<file path="src/hw/rtl/rcl_pkg.sv">
// ----------------------------------------------------------------------------
// rcl_pkg
// Shared types and constants of the row cell legalizer: datapath commands,
// status bits, coordinate widths and register indexes.
// ----------------------------------------------------------------------------
package rcl_pkg;

   localparam int X_W     = 32;   // cell and row coordinates
   localparam int WID_W   = 20;   // cell width
   localparam int STEP_W  = 16;   // site pitch
   localparam int SCNT_W  = 24;   // site count
   localparam int IDX_W   = 6;    // reported cell index
   localparam int COORD_W = 48;   // exact internal coordinate range
   localparam int REM_W   = STEP_W;
   localparam int DIV_STEPS = X_W;

   typedef logic signed [COORD_W-1:0] coord_type;

   typedef enum logic [1:0] {
      REG_ORIGIN = 2'd0,
      REG_STEP   = 2'd1,
      REG_COUNT  = 2'd2
   } reg_index_type;

   typedef enum logic [4:0] {
      OP_NONE,
      OP_LOAD,
      OP_RI,
      OP_RLATCH,
      OP_RSCAN,
      OP_RWRITE,
      OP_SINIT,
      OP_SROW,
      OP_SEGA,
      OP_SEGB,
      OP_SEGC,
      OP_SEGD,
      OP_SEGE,
      OP_SEGNEXT,
      OP_MVA,
      OP_MVB,
      OP_MVC,
      OP_DIV,
      OP_PLACE,
      OP_EMRD,
      OP_EMLD
   } op_type;

   typedef struct packed {
      logic i_last;
      logic scan_done;
      logic seg_empty;
      logic seg_last;
      logic mv_done;
      logic beyond;
      logic left_of;
      logic step_zero;
      logic div_done;
      logic out_busy;
      logic e_last;
   } stat_type;

   function automatic coord_type sx32(input logic [X_W-1:0] v);
      sx32 = {{(COORD_W-X_W){v[X_W-1]}}, v};
   endfunction

endpackage

</file>
<file path="src/hw/rtl/rcl_ctrl.sv">
// ----------------------------------------------------------------------------
// rcl_ctrl
// Sequencer of the legalizer: load, rank sort, segment sweep, emit.
// ----------------------------------------------------------------------------
module rcl_ctrl (
   input  logic             clock,
   input  logic             reset,
   input  logic             req_tvalid,
   input  logic             req_tlast,
   input  rcl_pkg::stat_type stat,
   output logic             req_tready,
   output rcl_pkg::op_type  cmd
);
   import rcl_pkg::*;

   typedef enum logic [4:0] {
      S_LOAD, S_RI, S_RLATCH, S_RSCAN, S_RWRITE, S_SINIT, S_SROW,
      S_SEGA, S_SEGB, S_SEGC, S_SEGD, S_SEGE, S_SEGNEXT,
      S_MVA, S_MVB, S_MVC, S_DIV, S_PLACE, S_EMRD, S_EMLD
   } state_type;

   state_type state_ff, state_in;

   always_comb begin
      state_in = state_ff;
      cmd      = OP_NONE;
      unique case (state_ff)
         S_LOAD: begin
            if (req_tvalid) begin
               cmd = OP_LOAD;
               if (req_tlast) state_in = S_RI;
            end
         end
         S_RI:     begin cmd = OP_RI;     state_in = S_RLATCH; end
         S_RLATCH: begin cmd = OP_RLATCH; state_in = S_RSCAN; end
         S_RSCAN: begin
            cmd = OP_RSCAN;
            if (stat.scan_done) state_in = S_RWRITE;
         end
         S_RWRITE: begin
            cmd = OP_RWRITE;
            state_in = stat.i_last ? S_SINIT : S_RI;
         end
         S_SINIT: begin cmd = OP_SINIT; state_in = S_SROW; end
         S_SROW:  begin cmd = OP_SROW;  state_in = S_SEGA; end
         S_SEGA:  begin cmd = OP_SEGA;  state_in = S_SEGB; end
         S_SEGB:  begin cmd = OP_SEGB;  state_in = S_SEGC; end
         S_SEGC:  begin cmd = OP_SEGC;  state_in = S_SEGD; end
         S_SEGD:  begin cmd = OP_SEGD;  state_in = S_SEGE; end
         S_SEGE: begin
            cmd = OP_SEGE;
            state_in = stat.seg_empty ? S_SEGNEXT : S_MVA;
         end
         S_SEGNEXT: begin
            cmd = OP_SEGNEXT;
            state_in = stat.seg_last ? S_EMRD : S_SEGA;
         end
         S_MVA: begin
            if (stat.mv_done) begin
               state_in = S_SEGNEXT;
            end else begin
               cmd = OP_MVA;
               state_in = S_MVB;
            end
         end
         S_MVB: begin cmd = OP_MVB; state_in = S_MVC; end
         S_MVC: begin
            cmd = OP_MVC;
            priority if (stat.beyond) state_in = S_SEGNEXT;
            else if (stat.left_of)    state_in = S_MVA;
            else if (stat.step_zero)  state_in = S_PLACE;
            else                      state_in = S_DIV;
         end
         S_DIV: begin
            cmd = OP_DIV;
            if (stat.div_done) state_in = S_PLACE;
         end
         S_PLACE: begin cmd = OP_PLACE; state_in = S_MVA; end
         S_EMRD: begin
            if (!stat.out_busy) begin
               cmd = OP_EMRD;
               state_in = S_EMLD;
            end
         end
         S_EMLD: begin
            cmd = OP_EMLD;
            state_in = stat.e_last ? S_LOAD : S_EMRD;
         end
         default: state_in = S_LOAD;
      endcase
   end

   always_ff @(posedge clock) begin
      if (reset) begin
         state_ff <= S_LOAD;
      end else begin
         state_ff <= state_in;
      end
   end

   assign req_tready = (state_ff == S_LOAD);
endmodule

</file>
<file path="config.mk">
export PLATFORM = sky130hd
export DESIGN_NAME = rcl_ctrl
export DESIGN_NICKNAME = d
export VERILOG_FILES = /design/src/hw/rtl/rcl_pkg.sv /design/src/hw/rtl/rcl_ctrl.sv
export SDC_FILE = /design/constraint.sdc
export NUM_CORES = 1
export LEC_CHECK = 0
export ABC_CLOCK_PERIOD_IN_PS = 1500
export BUFFER_PORTS_ARGS = -buffer_cell sky130_fd_sc_hd__buf_4
export CORE_AREA = 5 5 42 44
export CTS_CLUSTER_DIAMETER = 150
export DETAILED_ROUTE_END_ITERATION = 16
export DIE_AREA = 0 0 47 49
export PLACE_DENSITY = 0.79
export REMOVE_ABC_BUFFERS = 1
export SETUP_SLACK_MARGIN = 0.3
export SYNTH_ARGS = -nofsm -noshare
export SYNTH_HDL_FRONTEND = slang
export SYNTH_SLANG_ARGS = --single-unit
</file>
<file path="constraint.sdc">
create_clock -name clock -period 1.5 [get_ports clock]
set_input_delay 0 -clock clock [delete_from_list [all_inputs] [get_ports clock]]
set_output_delay 0 -clock clock [all_outputs]
set_load 0.05 [all_outputs]
</file>
Yosys cells after proc, flatten, opt, wreduce, memory -nomap -nowiden

Index checks and enable logic that the tools add are counted.

Muxes and demuxes: 18
Reductions and logical operators: 2
Equal/unequal tests: 24

Operators by type and width:

| cell                 | number |
|---|---|
| $pmux W5 S20         | 2 |
| $mux W5              | 10 |
| $eq A5 B4 Y1 const B | 8 |
| $eq A5 B3 Y1 const B | 4 |
| $eq A5 B5 Y1 const B | 4 |
| $eq A5 B2 Y1 const B | 2 |
| $ne A2 B2 Y1 const B | 5 |
| $eq A5 B1 Y1 const B | 1 |
| $logic_not A5 Y1     | 1 |
| $reduce_and A5 Y1    | 1 |
| $mux W4              | 1 |
| $mux W1              | 3 |
| $mux W3              | 1 |
| $mux W2              | 1 |

Output and inout port bits: 6
Input bits: 15
Logic and storage cells: 45
Bits in registers: 5

Depth between registers and ports, before layout

Gate-level depths: netlist of run 1.

Depth in word-level cells: 4
Mapped depth: 6
Depth with buffers taken out: 4

Worst setup path after synthesis of run 1

OpenSTA, ideal clock, no wires.

Path type: register to output
Start: reg state_ff[2]
End: out req_tready
Buffers on the path: 0
Path slack: -0.297 ns
Required time: 1.500 ns
Arrival time: 1.797 ns
Cell stages (with the launch flop): 3
Cells stage by stage: dfxtp_1 -> or3_4 -> nor3_1

Cells in the longest elaborated chain, start to end: 1

Ends and longest elaborated chain:

| item                   | RTL line        | RTL |
|---|---|---|
| start, declared        | rcl_ctrl.sv:22  | `state_type state_ff, state_in;` |
| start signal, assigned | rcl_ctrl.sv:97  | `state_ff <= state_in;` |
| $logic_not A5 Y1       | rcl_ctrl.sv:101 | `assign req_tready = (state_ff == S_LOAD);` |
| end, declared          | rcl_ctrl.sv:11  | `output logic req_tready,` |

No other way between the ends.

Final worst setup path of run 1

Start: reg state_ff[3]
End: out cmd[4]

Cells in the longest elaborated chain, start to end: 2
Elaborated cells on any way between the ends: 21
Those cells by class: eq/ne: 19; mux: 1; reduce/logical: 1

Ends and longest elaborated chain:

| item                                       | RTL line       | RTL |
|---|---|---|
| $eq A5 B5 Y1, or another cell as far along | rcl_ctrl.sv:27 | `unique case (state_ff)` |
| $pmux W5 S20 (*)                           | rcl_ctrl.sv:27 |  |
| end, declared                              | rcl_ctrl.sv:12 | `output rcl_pkg::op_type cmd` |

Every way passes the cells marked *; elsewhere a longest branch is shown, timed or not.

==> run summary, run 1 <==
The run finished with clean final reports. The library cell used most frequently in the layout, excluding fill and tap cells, is sky130_fd_sc_hd__buf_4. The cell family with the largest share of critical-path delay is simple AND/OR/NAND/NOR gates. The share of layout cells above drive strength 1 is roughly 48%. The count of unique library cells instantiated by Yosys came out at 41. The count of maximum capacitance violations is 0. The power spent charging and discharging nets is just over 0.0003 W. Dividing the detail-routed via count by the number of cells gives a little over 6.

The power per cell area came out at between 700 and 800 nW/um2. Summed over all layers, the global routing overflow is 0. 0 antenna diodes ended up in the layout. The met2 wire length came out at between 1000 and 1500 um. The fraction of registers with async set/reset is 0%.

After synthesis, the largest family of logic cells by area is compound AO/OA/AOI/OAI gates. The synthesized-area fraction occupied by ao, oa, aoi and oai cells came out at between 40% and 50%. STA classifies the critical path startpoint as a flip-flop. The number of hold violations in the final report came out at 0. The HPWL after detailed placement came out at approximately 1400 um. The portion of netlist area occupied by mux cells is 0%. The net count of the finished layout came out at ~140. The flip-flop count of the largest register, all copies and words added came out at 5. The maximum achievable frequency came out at 669 MHz.

The total length of routed met3 wires came out at between 100 and 150 um. After synthesis the cells add up to around 600 um2. The max-slew headroom at the worst pin is about three quarters. The fraction of power spent switching nets came out at approximately two fifths. The final worst slack is 0.00598 ns. The H-tree depth came out at 1. The total area of sequential cells is 116 um2. The final antenna-violating net count is 0.

In the global route stage, overall resource usage came out at a little under a fifth. For this run, the number of Yosys warnings is 0. The delay contributed by the slowest stage of the critical path is approximately 0.41 ns. The leakage power is 0.415 nW.

Leaving out fill and tap cells, the most frequent cells in the layout are 28 x sky130_fd_sc_hd__buf_4, 7 x sky130_fd_sc_hd__buf_6, 6 x sky130_fd_sc_hd__nor2_1, 6 x sky130_fd_sc_hd__nand2_1, 4 x sky130_fd_sc_hd__dfxtp_4. The total power draw came out at 0.000737 W. The cell area reported after detailed placement came out at ~830 um2. The part of the Yosys area used for sequential elements came out at roughly 17%. The die outline height is ~49 um. The worst clock skew came out at 0.0145 ns. For the worst-skew pair, the clock arrives at the later sink with an insertion delay of roughly 0.25 ns. The area growth from synthesis to layout is 67.8%. The final-report max-slew violation count is 0.

The number of antenna violations at the first check in global routing came out at 0. The worst-case setup slack after placement came out at 0.0982 ns. The area share of fa/ha/maj cells after synthesis is 0%. The root buffer cell is sky130_fd_sc_hd__clkbuf_4.

Across the VDD grid, the largest voltage drop is about 0.45 mV. The share of total power dissipated in the clock network is 23.0%. The post-route non-filler standard cell count came out at approximately 140.

The region available for standard cell placement spans around 1400 um2. The number of standard cells after synthesis came out at 88. The number of global-route vias before repair is 805.

The routability-driven placement congestion ratio came out at between 0.9 and 1. The share of total power in sequential cells came out at a little over a fifth. After Yosys synthesis, and, or, nand and nor cells account for a little under a third of the synthesized area. Once the floorplan was initialized, standard cells occupied between 40 and 50% of the core. Entering global routing, the biggest net connects 13 pins. The quantity of I/O buffers inserted on ports is 20.

Per report_power, the combinational group accounts for a little under three fifths of the total. The total buffers and inverters traversed by the critical path is 1. The pin slew with the least headroom to its limit came out at ~0.36 ns.

Traced cell by cell, the critical path runs through or3b_4 > a21boi_2 > o22ai_2 > buf_6. The fraction of synthesized cell area taken by the top area cell type came out at between 10% and 20%. sky130_fd_sc_hd__dfxtp_1 takes more of the synthesized area than any other cell. The number of DRC markers after the initial detailed-route iteration is 29. The die outline width came out at 47 um.

The internal power summed over all cells is 0.000428 W. The xor and xnor fraction of the mapped netlist area is 0%. The data arrival time of the worst path came out at about 1.5 ns. The largest buffer count on any clock path came out at 2. The routed length on met1 is between 900 and 1000 um. The setup-violating endpoint count in the final report came out at 0. The mean instance size in the synthesized netlist came out at 6.85 um2. The TritonCTS buffer count came out at 3. The number of cells after detailed placement came out at 128. The average wire per cell in the routed design came out at about 16 um. Setup repair after global routing could not meet its margin everywhere. The footprint of the multi-input gates is 504 um2. The highest layer touched by signal routing is met4. The count of standard-cell rows is 14. The number of storage elements in the synthesis netlist came out at 5.

state_ff holds more flip-flops than any other register. For this run, the leading register cell type out of synthesis is sky130_fd_sc_hd__dfxtp_1. The slowest stage of the critical path is the sky130_fd_sc_hd__or3b_4 cell. The overall routed net length came out at roughly 2200 um. 21 I/O pins were placed. The data required time of the worst path is 1.50 ns. The maximum fanout count along the critical path is 7. The overall die area is between 2000 and 2500 um2.

The post-route clock period utilization came out at around 100%. Fill cells in the final layout number between 100 and 150. Clock tree synthesis found a total of 5 sinks. After detailed routing, the number of remaining DRC violations is 0. The total iterations of the first detailed-routing run came out at 4.

By area the synthesized netlist is led by sky130_fd_sc_hd__dfxtp_1 17%, sky130_fd_sc_hd__nand2_1 4.4%, sky130_fd_sc_hd__nor2_1 4.4%, sky130_fd_sc_hd__a21oi_1 4.1%, sky130_fd_sc_hd__o21ai_0 4.1%. In this run the worst hold path is classified as in2reg. The type of the setup path with the least slack is reg2out. After routing the design area is approximately 1000 um2. The largest registers in the layout are state_ff (5). TritonCTS built the clock tree.

The shortest period the worst path allows came out at between 1 and 1.5 ns. The via count is ~840. The worst setup path is captured at an output port. The count of flip-flops with a built-in enable after synthesis came out at 0. The clock transition at the registers of the reported paths came out at ~0.06 ns. The first-pass GRT wire length is between 3000 and 4000 um.
routing by layer:
layer | up-vias | GRT usage [%]
met3 | 4 | 0.738
met5 | - | 0
met2 | 37 | 29.9
met1 | 392 | 24.6
li1 | 405 | -
met4 | 0 | 8.29
cells in the mapped netlist, types with 2 or more instances:
cell type,n
sky130_fd_sc_hd__a21o_1,3
sky130_fd_sc_hd__a21oi_1,5
sky130_fd_sc_hd__a221oi_1,2
sky130_fd_sc_hd__a31oi_1,2
sky130_fd_sc_hd__and2_1,2
sky130_fd_sc_hd__buf_1,2
sky130_fd_sc_hd__buf_2,3
sky130_fd_sc_hd__clkbuf_1,3
sky130_fd_sc_hd__dfxtp_1,5
sky130_fd_sc_hd__inv_1,3
sky130_fd_sc_hd__nand2_1,7
sky130_fd_sc_hd__nand2b_1,3
sky130_fd_sc_hd__nand3_1,2
sky130_fd_sc_hd__nand4_1,3
sky130_fd_sc_hd__nor2_1,7
sky130_fd_sc_hd__nor2b_1,2
sky130_fd_sc_hd__o211ai_1,3
sky130_fd_sc_hd__o21ai_0,5
sky130_fd_sc_hd__o22ai_1,2
sky130_fd_sc_hd__o31a_1,2
sky130_fd_sc_hd__o31ai_1,2
power by group through the flow:
stage | registers [W] | logic [W] | clock network, W
6_report | 0.000157 | 0.000411 | 0.000170
5_1_grt | 0.000159 | 0.000439 | 0.000178
4_1_cts | 0.000155 | 0.000373 | 0.000168
3_5_place_dp | 0.000156 | 0.000339 | 0
3_3_place_gp | 0.000155 | 0.000339 | 0
2_1_floorplan | 0.000175 | 0.000181 | 0
final cells by class:
class	instances	share of cell area (%)
multi-input cells	71	49.8
repair buffers	38	32.5
flip-flops and latches	5	11.5
clock buffers	4	2.60
well taps	16	1.98
inverters	4	1.61
worst paths after layout:
check	startpoint	to	slack [ns]	cells after the start
max	state_ff[3]	cmd[4]	0.006	4
min	stat[9]	state_ff[0]	0.01	3
max reg2reg	state_ff[3]	state_ff[4]	0.10	4
min reg2reg	state_ff[4]	state_ff[4]	0.59	2
stage by stage:
| step | utilization [%] | TNS, ns | hold slack, ns |
|---|---|---|---|
| after global routing | 72.2 | -0.111 | 0.0423 |
| after detailed placement | 59.2 | 0 | 0.202 |
| after global placement | 59.2 | 0 | 0.202 |
| after floorplan | - | -1.07 | 0.0691 |
| after CTS | 67.9 | 0 | 0.0118 |
| final | 72.2 | 0 | 0.0105 |
kinds of logic (layout without fill, tap and decap cells):
logic type | Yosys count | count (layout)
AO/OA/AOI/OAI | 37 | 37
flip-flops | 5 | 5
AND/OR/NAND/NOR | 34 | 34
buffers and inverters | 12 | 46
timing repair:
item,4_1_cts,5_1_grt
endpoints found under the hold margin,3,0
setup buffers,4,1
endpoints found under the setup margin,11,11
hold buffers,1,0
pin swaps,5,7
gates resized for setup,23,13
gates cloned,0,0
worst min-delay path: cells and delay by family:
| kind | cells | cell delay, ns |
|---|---|---|
| simple gates | 1 | 0.09 |
| compound gates | 1 | 0.05 |
| buf+inv | 1 | 0.08 |
Note: power is estimated with default switching activity, not from simulation.
==> run 2: changes to the inputs <==
--- a/config.mk
+++ b/config.mk
@@ -5,7 +5,7 @@
 export SDC_FILE = /design/constraint.sdc
 export NUM_CORES = 1
 export LEC_CHECK = 0
-export ABC_CLOCK_PERIOD_IN_PS = 1500
+export ABC_CLOCK_PERIOD_IN_PS = 1850
 export BUFFER_PORTS_ARGS = -buffer_cell sky130_fd_sc_hd__buf_4
 export CORE_AREA = 5 5 42 44
 export CTS_CLUSTER_DIAMETER = 150
==> constraint.sdc (replaced) <==
create_clock -name clock -period 1.85 [get_ports clock]
set_input_delay 0 -clock clock [delete_from_list [all_inputs] [get_ports clock]]
set_output_delay 0 -clock clock [all_outputs]
set_load 0.05 [all_outputs]
==> run summary, run 2 (synthesized netlist as in run 1, its figures left out) <==
The critical path is of the reg2out type. The TritonCTS buffer count came out at 3 (unchanged). The data required time of the worst path came out at 1.85 ns (+0.35 ns). The flip-flop count of the largest register, all copies and words added is 5 (unchanged).

The maximum vdd ir drop is 0.286 mV (-36%). The maximum fanout count along the critical path came out at 6 (-1). The final antenna-violating net count came out at 0 (unchanged). The HPWL after detailed placement is 1380 um (-2.3%). The delay contributed by the slowest stage of the critical path is 0.43 ns (+0.02 ns). The starting density of the core is 43.0% (unchanged). The tree is rooted in a sky130_fd_sc_hd__clkbuf_4. The length in cells of the worst reg-to-reg path is 3 (-1). The run finished with clean final reports.

The first-pass GRT wire length is 3240 um (-1.2%). The shortest period the worst path allows is 1.52 ns. The leftover overflow at the end of global routing is 0 (unchanged).

The launch point of the worst hold path is stat[9]. The number of cells on the worst hold path came out at 3 (unchanged). The detailed-route DRC error count came out at 0 (unchanged). The worst clock skew came out at 0.00352 ns (-0.0110 ns). Relative to the synthesized area, the layout overhead comes to 46.9%. The die outline height came out at 49 um (unchanged).

The H-tree depth is 1 (unchanged). Based on the critical path, the design can be clocked at up to 656 MHz. The tightest min-delay check is of the in2reg type. state_ff holds more flip-flops than any other register.

The number of global-route vias before repair is 756 (-6.1%). The largest buffer count on any clock path came out at 2 (unchanged). The clock transition at the registers of the reported paths was 0.05 ns (about the same). The setup-violating endpoint count in the final report is 0 (unchanged). The power per cell area is 590 nW/um2 (-19%). The overall routed net length came to 2100 um (-3.8%). The largest net degree at the start of global routing is 14 (+1). The die outline width was 47 um (unchanged).

The global routing usage summed across all routing layers is 18.6% (+0.070 points). The overall die area came out at 2300 um2 (unchanged). The library cell used most frequently in the layout, excluding fill and tap cells, is sky130_fd_sc_hd__buf_4. The average wire per cell in the routed design is 15.8 um (-0.19%). The worst register-to-register path begins at state_ff[2]. The max-slew headroom at the worst pin came out at 75.2% (-0.31 points). The share of layout cells above drive strength 1 is 36.8% (-12 points). The beginning of the critical path is state_ff[3]. The pin slew with the least headroom to its limit came out at 0.362 ns (+0.00446 ns). The leakage power is 0.367 nW (-12%). The cell at the slowest stage of the critical path is sky130_fd_sc_hd__or3b_4. The area of the core came out at 1400 um2 (unchanged). The via count came out at 856 (+2.1%). The count of standard-cell rows came out at 14 (unchanged). The critical path goes through or3b_4 > a21boi_1 > o22ai_1 > buf_4. The worst setup path is captured at an output port. The top-level port count is 21 (unchanged). The total iterations of the first detailed-routing run is 4 (unchanged). The number of antenna diodes is 0 (unchanged).

The final-report max-slew violation count came out at 0 (unchanged). The count of maximum capacitance violations is 0 (unchanged). The clock latency on the worst-skew pair came out at 0.24 ns (about the same).

The number of DRC markers after the initial detailed-route iteration is 28 (-3.4%). The routability-driven placement congestion ratio is 0.947 (+4.5%). The CTS tree is built. In the layout the commonest cells are 29 x sky130_fd_sc_hd__buf_4, 7 x sky130_fd_sc_hd__nor2_1, 7 x sky130_fd_sc_hd__nand2_1. The largest registers in the layout are state_ff (5). The number of antenna violations at the first check in global routing came out at 0 (unchanged). The number of clock sinks seen by CTS was 5 (unchanged). The net count of the finished layout came to 133 (-3.6%). STA classifies the critical path startpoint as a flip-flop. The data arrival time of the worst path is 1.52 ns (+0.03 ns). The utilization after layout came out at 63.2% (-9.0 points). The post-route clock period utilization came out at approximately 82%. The quantity of I/O buffers inserted on ports came out at 20 (unchanged). The total power draw is 0.000523 W (-29%). Setup repair after global routing could not meet its margin everywhere.

The number of hold violations in the final report was 0 (unchanged). The mean number of vias per cell is 6.44 (+6.0%).
[run 2: changes by cell type in the layout (fill, tap and decap cells not counted), moves of 2 or more]
cell	previous run	this run
sky130_fd_sc_hd__a21oi_2	2	0
sky130_fd_sc_hd__buf_6	7	1
sky130_fd_sc_hd__o21ai_0	3	5
sky130_fd_sc_hd__a21oi_1	3	5
sky130_fd_sc_hd__o21ai_1	2	0
sky130_fd_sc_hd__buf_8	2	0
[run 2: final timing paths]
path,slack (ns),end
hold reg to reg,0.58,state_ff[1]
hold / removal,0.07,state_ff[0]
setup / recovery,0.33,cmd[4]
setup reg to reg,0.43,state_ff[0]
[run 2: power by group]
part / switching, W / total (W) / internal (W)
registers: 0.0000151 / 0.000128 / 0.000113
logic: 0.000160 / 0.000267 / 0.000107
clock network: 0.0000464 / 0.000128 / 0.0000817
total: 0.000221 / 0.000523 / 0.000302
[run 2: stage by stage]
stage | worst slack, ns | instances | TNS (ns) | instance area, um2 | hold WS [ns]
finish | 0.326 | 133 | 0 | 886 | 0.0713
global route | 0.258 | 133 | 0 | 886 | 0.117
CTS | 0.315 | 130 | 0 | 860 | 0.0662
detailed placement | 0.343 | 122 | 0 | 785 | 0.202
global placement | 0.343 | 122 | 0 | 785 | 0.201
floorplan | -0.108 | 80 | -0.154 | 569 | 0.0691
[run 2: final cells by class]
class / count / area (um2)
Clock buffer: 4 / 26.3
Sequential cell: 5 / 113
Multi-Input combinational cell: 71 / 463
Fill cell: 128 / 515
Timing Repair Buffer: 33 / 249
Tap cell: 16 / 20.0
Inverter: 4 / 15.0
[run 2: timing repair]
| action | in CTS | in global routing |
|---|---|---|
| hold buffers | 1 | 0 |
| endpoints found under the hold margin | 2 | 0 |
| pin swaps | 1 | 2 |
| gates resized for setup | 8 | 3 |
| setup buffers | 3 | 3 |
| setup endpoints to repair | 4 | 3 |
[run 2: metal layers]
layer / up-vias / global-route usage (%) / routed length [um] / part of all wire, %
li1: 401 / - / - / -
met1: 388 / 26.3 / 892 / 43
met2: 63 / 26.5 / 956 / 46
met3: 4 / 1.85 / 213 / 10
met4: 0 / 10.6 / 35 / 1.7
met5: - / 0 / 0 / 0
[run 2: worst max-delay path: cells and delay by family (launching register included)]
family,cells,cell delay (ns)
AND/OR/NAND/NOR,1,0.43
flip-flops,1,0.36
AO/OA/AOI/OAI,2,0.27
buffers and inverters,1,0.22
==> run 3: changes to the inputs <==
--- a/config.mk
+++ b/config.mk
@@ -5,12 +5,12 @@
 export SDC_FILE = /design/constraint.sdc
 export NUM_CORES = 1
 export LEC_CHECK = 0
-export ABC_CLOCK_PERIOD_IN_PS = 1850
+export ABC_CLOCK_PERIOD_IN_PS = 1200
 export BUFFER_PORTS_ARGS = -buffer_cell sky130_fd_sc_hd__buf_4
-export CORE_AREA = 5 5 42 44
+export CORE_MARGIN = 5
+export CORE_UTILIZATION = 43
 export CTS_CLUSTER_DIAMETER = 150
 export DETAILED_ROUTE_END_ITERATION = 16
-export DIE_AREA = 0 0 47 49
 export PLACE_DENSITY = 0.79
 export REMOVE_ABC_BUFFERS = 1
 export SETUP_SLACK_MARGIN = 0.3
==> constraint.sdc (replaced) <==
create_clock -name clock -period 1.2 [get_ports clock]
set_input_delay 0 -clock clock [delete_from_list [all_inputs] [get_ports clock]]
set_output_delay 0 -clock clock [all_outputs]
set_load 0.05 [all_outputs]
==> run summary, run 3 (synthesized netlist as in run 1, its figures left out) <==
The maximum vdd ir drop was 0.510 mV (+78%). The tree is rooted in a sky130_fd_sc_hd__clkbuf_4. The detailed-route DRC error count is 0 (unchanged). The quantity of I/O buffers inserted on ports is 20 (unchanged). The length in cells of the worst reg-to-reg path came out at 6 (+3). The total iterations of the first detailed-routing run is 4 (unchanged). The max-slew headroom at the worst pin came to 75.0% (-0.25 points). Dividing the final minimum period by the clock period gives 130%. The worst clock skew is 0.000845 ns (-0.00267 ns). The top-level port count is 21 (unchanged). The mean number of vias per cell came out at 7.06 (+9.7%). The library cells used most frequently in the layout, excluding fill and tap cells, are 35 x sky130_fd_sc_hd__buf_4, 15 x sky130_fd_sc_hd__buf_6, 7 x sky130_fd_sc_hd__nand2_1.

The largest net degree at the start of global routing is 9 (-5). Leaving out fill and tap cells, the most frequent cell in the layout is sky130_fd_sc_hd__buf_4. The number of global-route vias before repair is 976 (+29%).

The utilization after layout is 90.0% (+27 points). The overall die area was 2250 um2 (-2.2%). The checks that failed: setup timing. The smallest clock period supported by the final layout is computed as between 1.5 and 2 ns. The critical path is of the reg2reg type. The most critical setup path has its startpoint at state_ff[1]. The number of DRC markers after the initial detailed-route iteration is 84 (+200%). The area of the core came to 1320 um2 (-6.0%).

The via count came out at 1059 (+24%). The clock network fraction of design power is 21.9% (-2.6 points). state_ff holds more flip-flops than any other register.

The number of cells after detailed placement came out at 134 (+9.8%). The minimum setup slack among reg-to-reg paths is -0.36 ns (-0.79 ns). The fraction of power spent switching nets is 44.6% (+2.3 points). The overall routed net length came out at 3400 um (+62%). The final antenna-violating net count is 0 (unchanged). In this run the worst hold path is classified as in2reg. The TritonCTS buffer count came to 3 (unchanged). The HPWL after detailed placement came out at 1610 um (+17%). Following the worst setup path forward leads to its endpoint at state_ff[2].

The power spent charging and discharging nets was 0.000461 W (+110%). The worst setup path is captured at a flip-flop. The die outline width came out at 47.5 um (+0.96%). The count of maximum capacitance violations came out at 0 (unchanged). The worst-case setup slack after placement is -0.215 ns (-0.558 ns). The total area of sequential cells is 115 um2 (+2.2%). The combinational share of power came to 59.6% (+8.5 points). The leftover overflow at the end of global routing came to 0 (unchanged). The endpoint identified for the worst register-to-register timing path is state_ff[2]. The final-report max-slew violation count is 0 (unchanged).

The clock transition at the registers of the reported paths is 0.06 ns (about the same). The footprint of the multi-input gates came to 569 um2 (+23%). The leakage power came to 0.490 nW (+34%).

The pin slew with the least headroom to its limit came out at 0.370 ns (+0.00789 ns). The internal power summed over all cells was 0.000572 W (+90%). Setup repair after global routing could not meet its margin everywhere.

The global routing usage summed across all routing layers was 29.6% (+11 points). Static timing analysis puts the maximum clock frequency at around 640 MHz. The data arrival time of the worst path came out at 1.71 ns (+0.19 ns).

The number of antenna diodes came to 0 (unchanged). The cell area reported after detailed placement came out at 881 um2 (+12%). The flow ran to the end, but the final reports show violations. The worst setup path is launched from a flip-flop. The worst hold slack is 0.0938 ns (+0.0225 ns).

TritonCTS built the clock tree. The share of total power in sequential cells came out at 18.4% (-6.0 points). The area growth from synthesis to layout is 96.7%. The routability-driven placement congestion ratio is 0.919 (-3.0%).

The launch instance of the worst register-to-register path is state_ff[1]. The largest buffer count on any clock path was 2 (unchanged). The post-route non-filler standard cell count came out at 150 (+13%). The number of hold violations in the final report is 0 (unchanged). The setup-violating endpoint count in the final report is 11 (+11).

The share of layout cells above drive strength 1 is 57.8% (+21 points). The largest registers in the layout are state_ff (5). The first-pass GRT wire length came out at 4730 um (+46%). The die outline height is 47.5 um (-3.2%). The power per cell area is 872 nW/um2 (+48%). The final instance area was 1190 um2 (+34%). The starting density of the core came out at 45.8% (+2.7 points). The count of standard-cell rows came out at 13 (-1).

The H-tree depth is 1 (unchanged). The fill cell total of the finished layout is 56 (-56%). The clock latency on the worst-skew pair came to 0.25 ns (about the same). The maximum fanout count along the critical path came out at 4 (-2). The flip-flop count of the largest register, all copies and words added came out at 5 (unchanged).

The average wire per cell in the routed design is 22.7 um (+44%). The number of clock sinks seen by CTS is 5 (unchanged). The number of antenna violations at the first check in global routing came to 0 (unchanged). The final worst slack was -0.355 ns (-0.681 ns). The data required time of the worst path came to 1.36 ns (-0.49 ns).

The net count of the finished layout came out at 151 (+14%).
[run 3: per-stage QoR]
stage               setup TNS (ns)  power [W]
floorplan                    -3.51   0.000445
global placement             -1.05   0.000630
detailed placement           -1.30   0.000638
CTS                          -2.17   0.000941
global route                 -3.45    0.00106
finish                       -3.01    0.00103
[run 3: routing by layer]
metal  track usage, %  wire length [um]  part of all wire, %
met3             4.14               406                   12
met1             34.2              1210                   36
met5                0                 0                    0
met4             16.6               225                  6.6
met2             51.9              1550                   46
[run 3: what timing repair did]
item | in CTS | in global routing
hold buffers | 1 | 0
hold endpoints to repair | 3 | 0
endpoints found under the setup margin | 11 | 11
resized for setup | 34 | 16
buffers inserted | 9 | 2
pin swaps | 10 | 7
[run 3: how the worst min path moves through the flow]
| stage | startpoint | to | cells past startpoint |
|---|---|---|---|
| CTS | stat[9] | state_ff[0] | 3 |
| global route | stat[9] | state_ff[0] | 3 |
| floorplan | reset | state_ff[3] | 1 |
| finish | stat[9] | state_ff[0] | 3 |
| detailed placement | reset | state_ff[4] | 2 |
| global placement | reset | state_ff[4] | 2 |
[run 3: layout make-up]
type | instances | share of cell area [%]
multi-input cells | 71 | 48.0
repair buffers | 51 | 37.2
flip-flops and latches | 5 | 9.70
clock buffers | 4 | 2.22
well taps | 15 | 1.58
inverters | 4 | 1.27
[run 3: power by group through the flow]
stage               registers [W]  logic [W]  clock network (W)
floorplan                0.000218   0.000227                  0
CTS                      0.000187   0.000552           0.000202
global route             0.000192   0.000640           0.000232
finish                   0.000191   0.000616           0.000227
detailed placement       0.000193   0.000445                  0
global placement         0.000192   0.000439                  0
[run 3: worst max-delay path, stage by stage, from the launching register on]
cell and delay (ns):
sky130_fd_sc_hd__dfxtp_4 0.36, sky130_fd_sc_hd__buf_6 0.13, sky130_fd_sc_hd__and2_1 0.18, sky130_fd_sc_hd__o211ai_1 0.24, sky130_fd_sc_hd__buf_4 0.19, sky130_fd_sc_hd__o2111ai_4 0.12, sky130_fd_sc_hd__a31oi_1 0.23
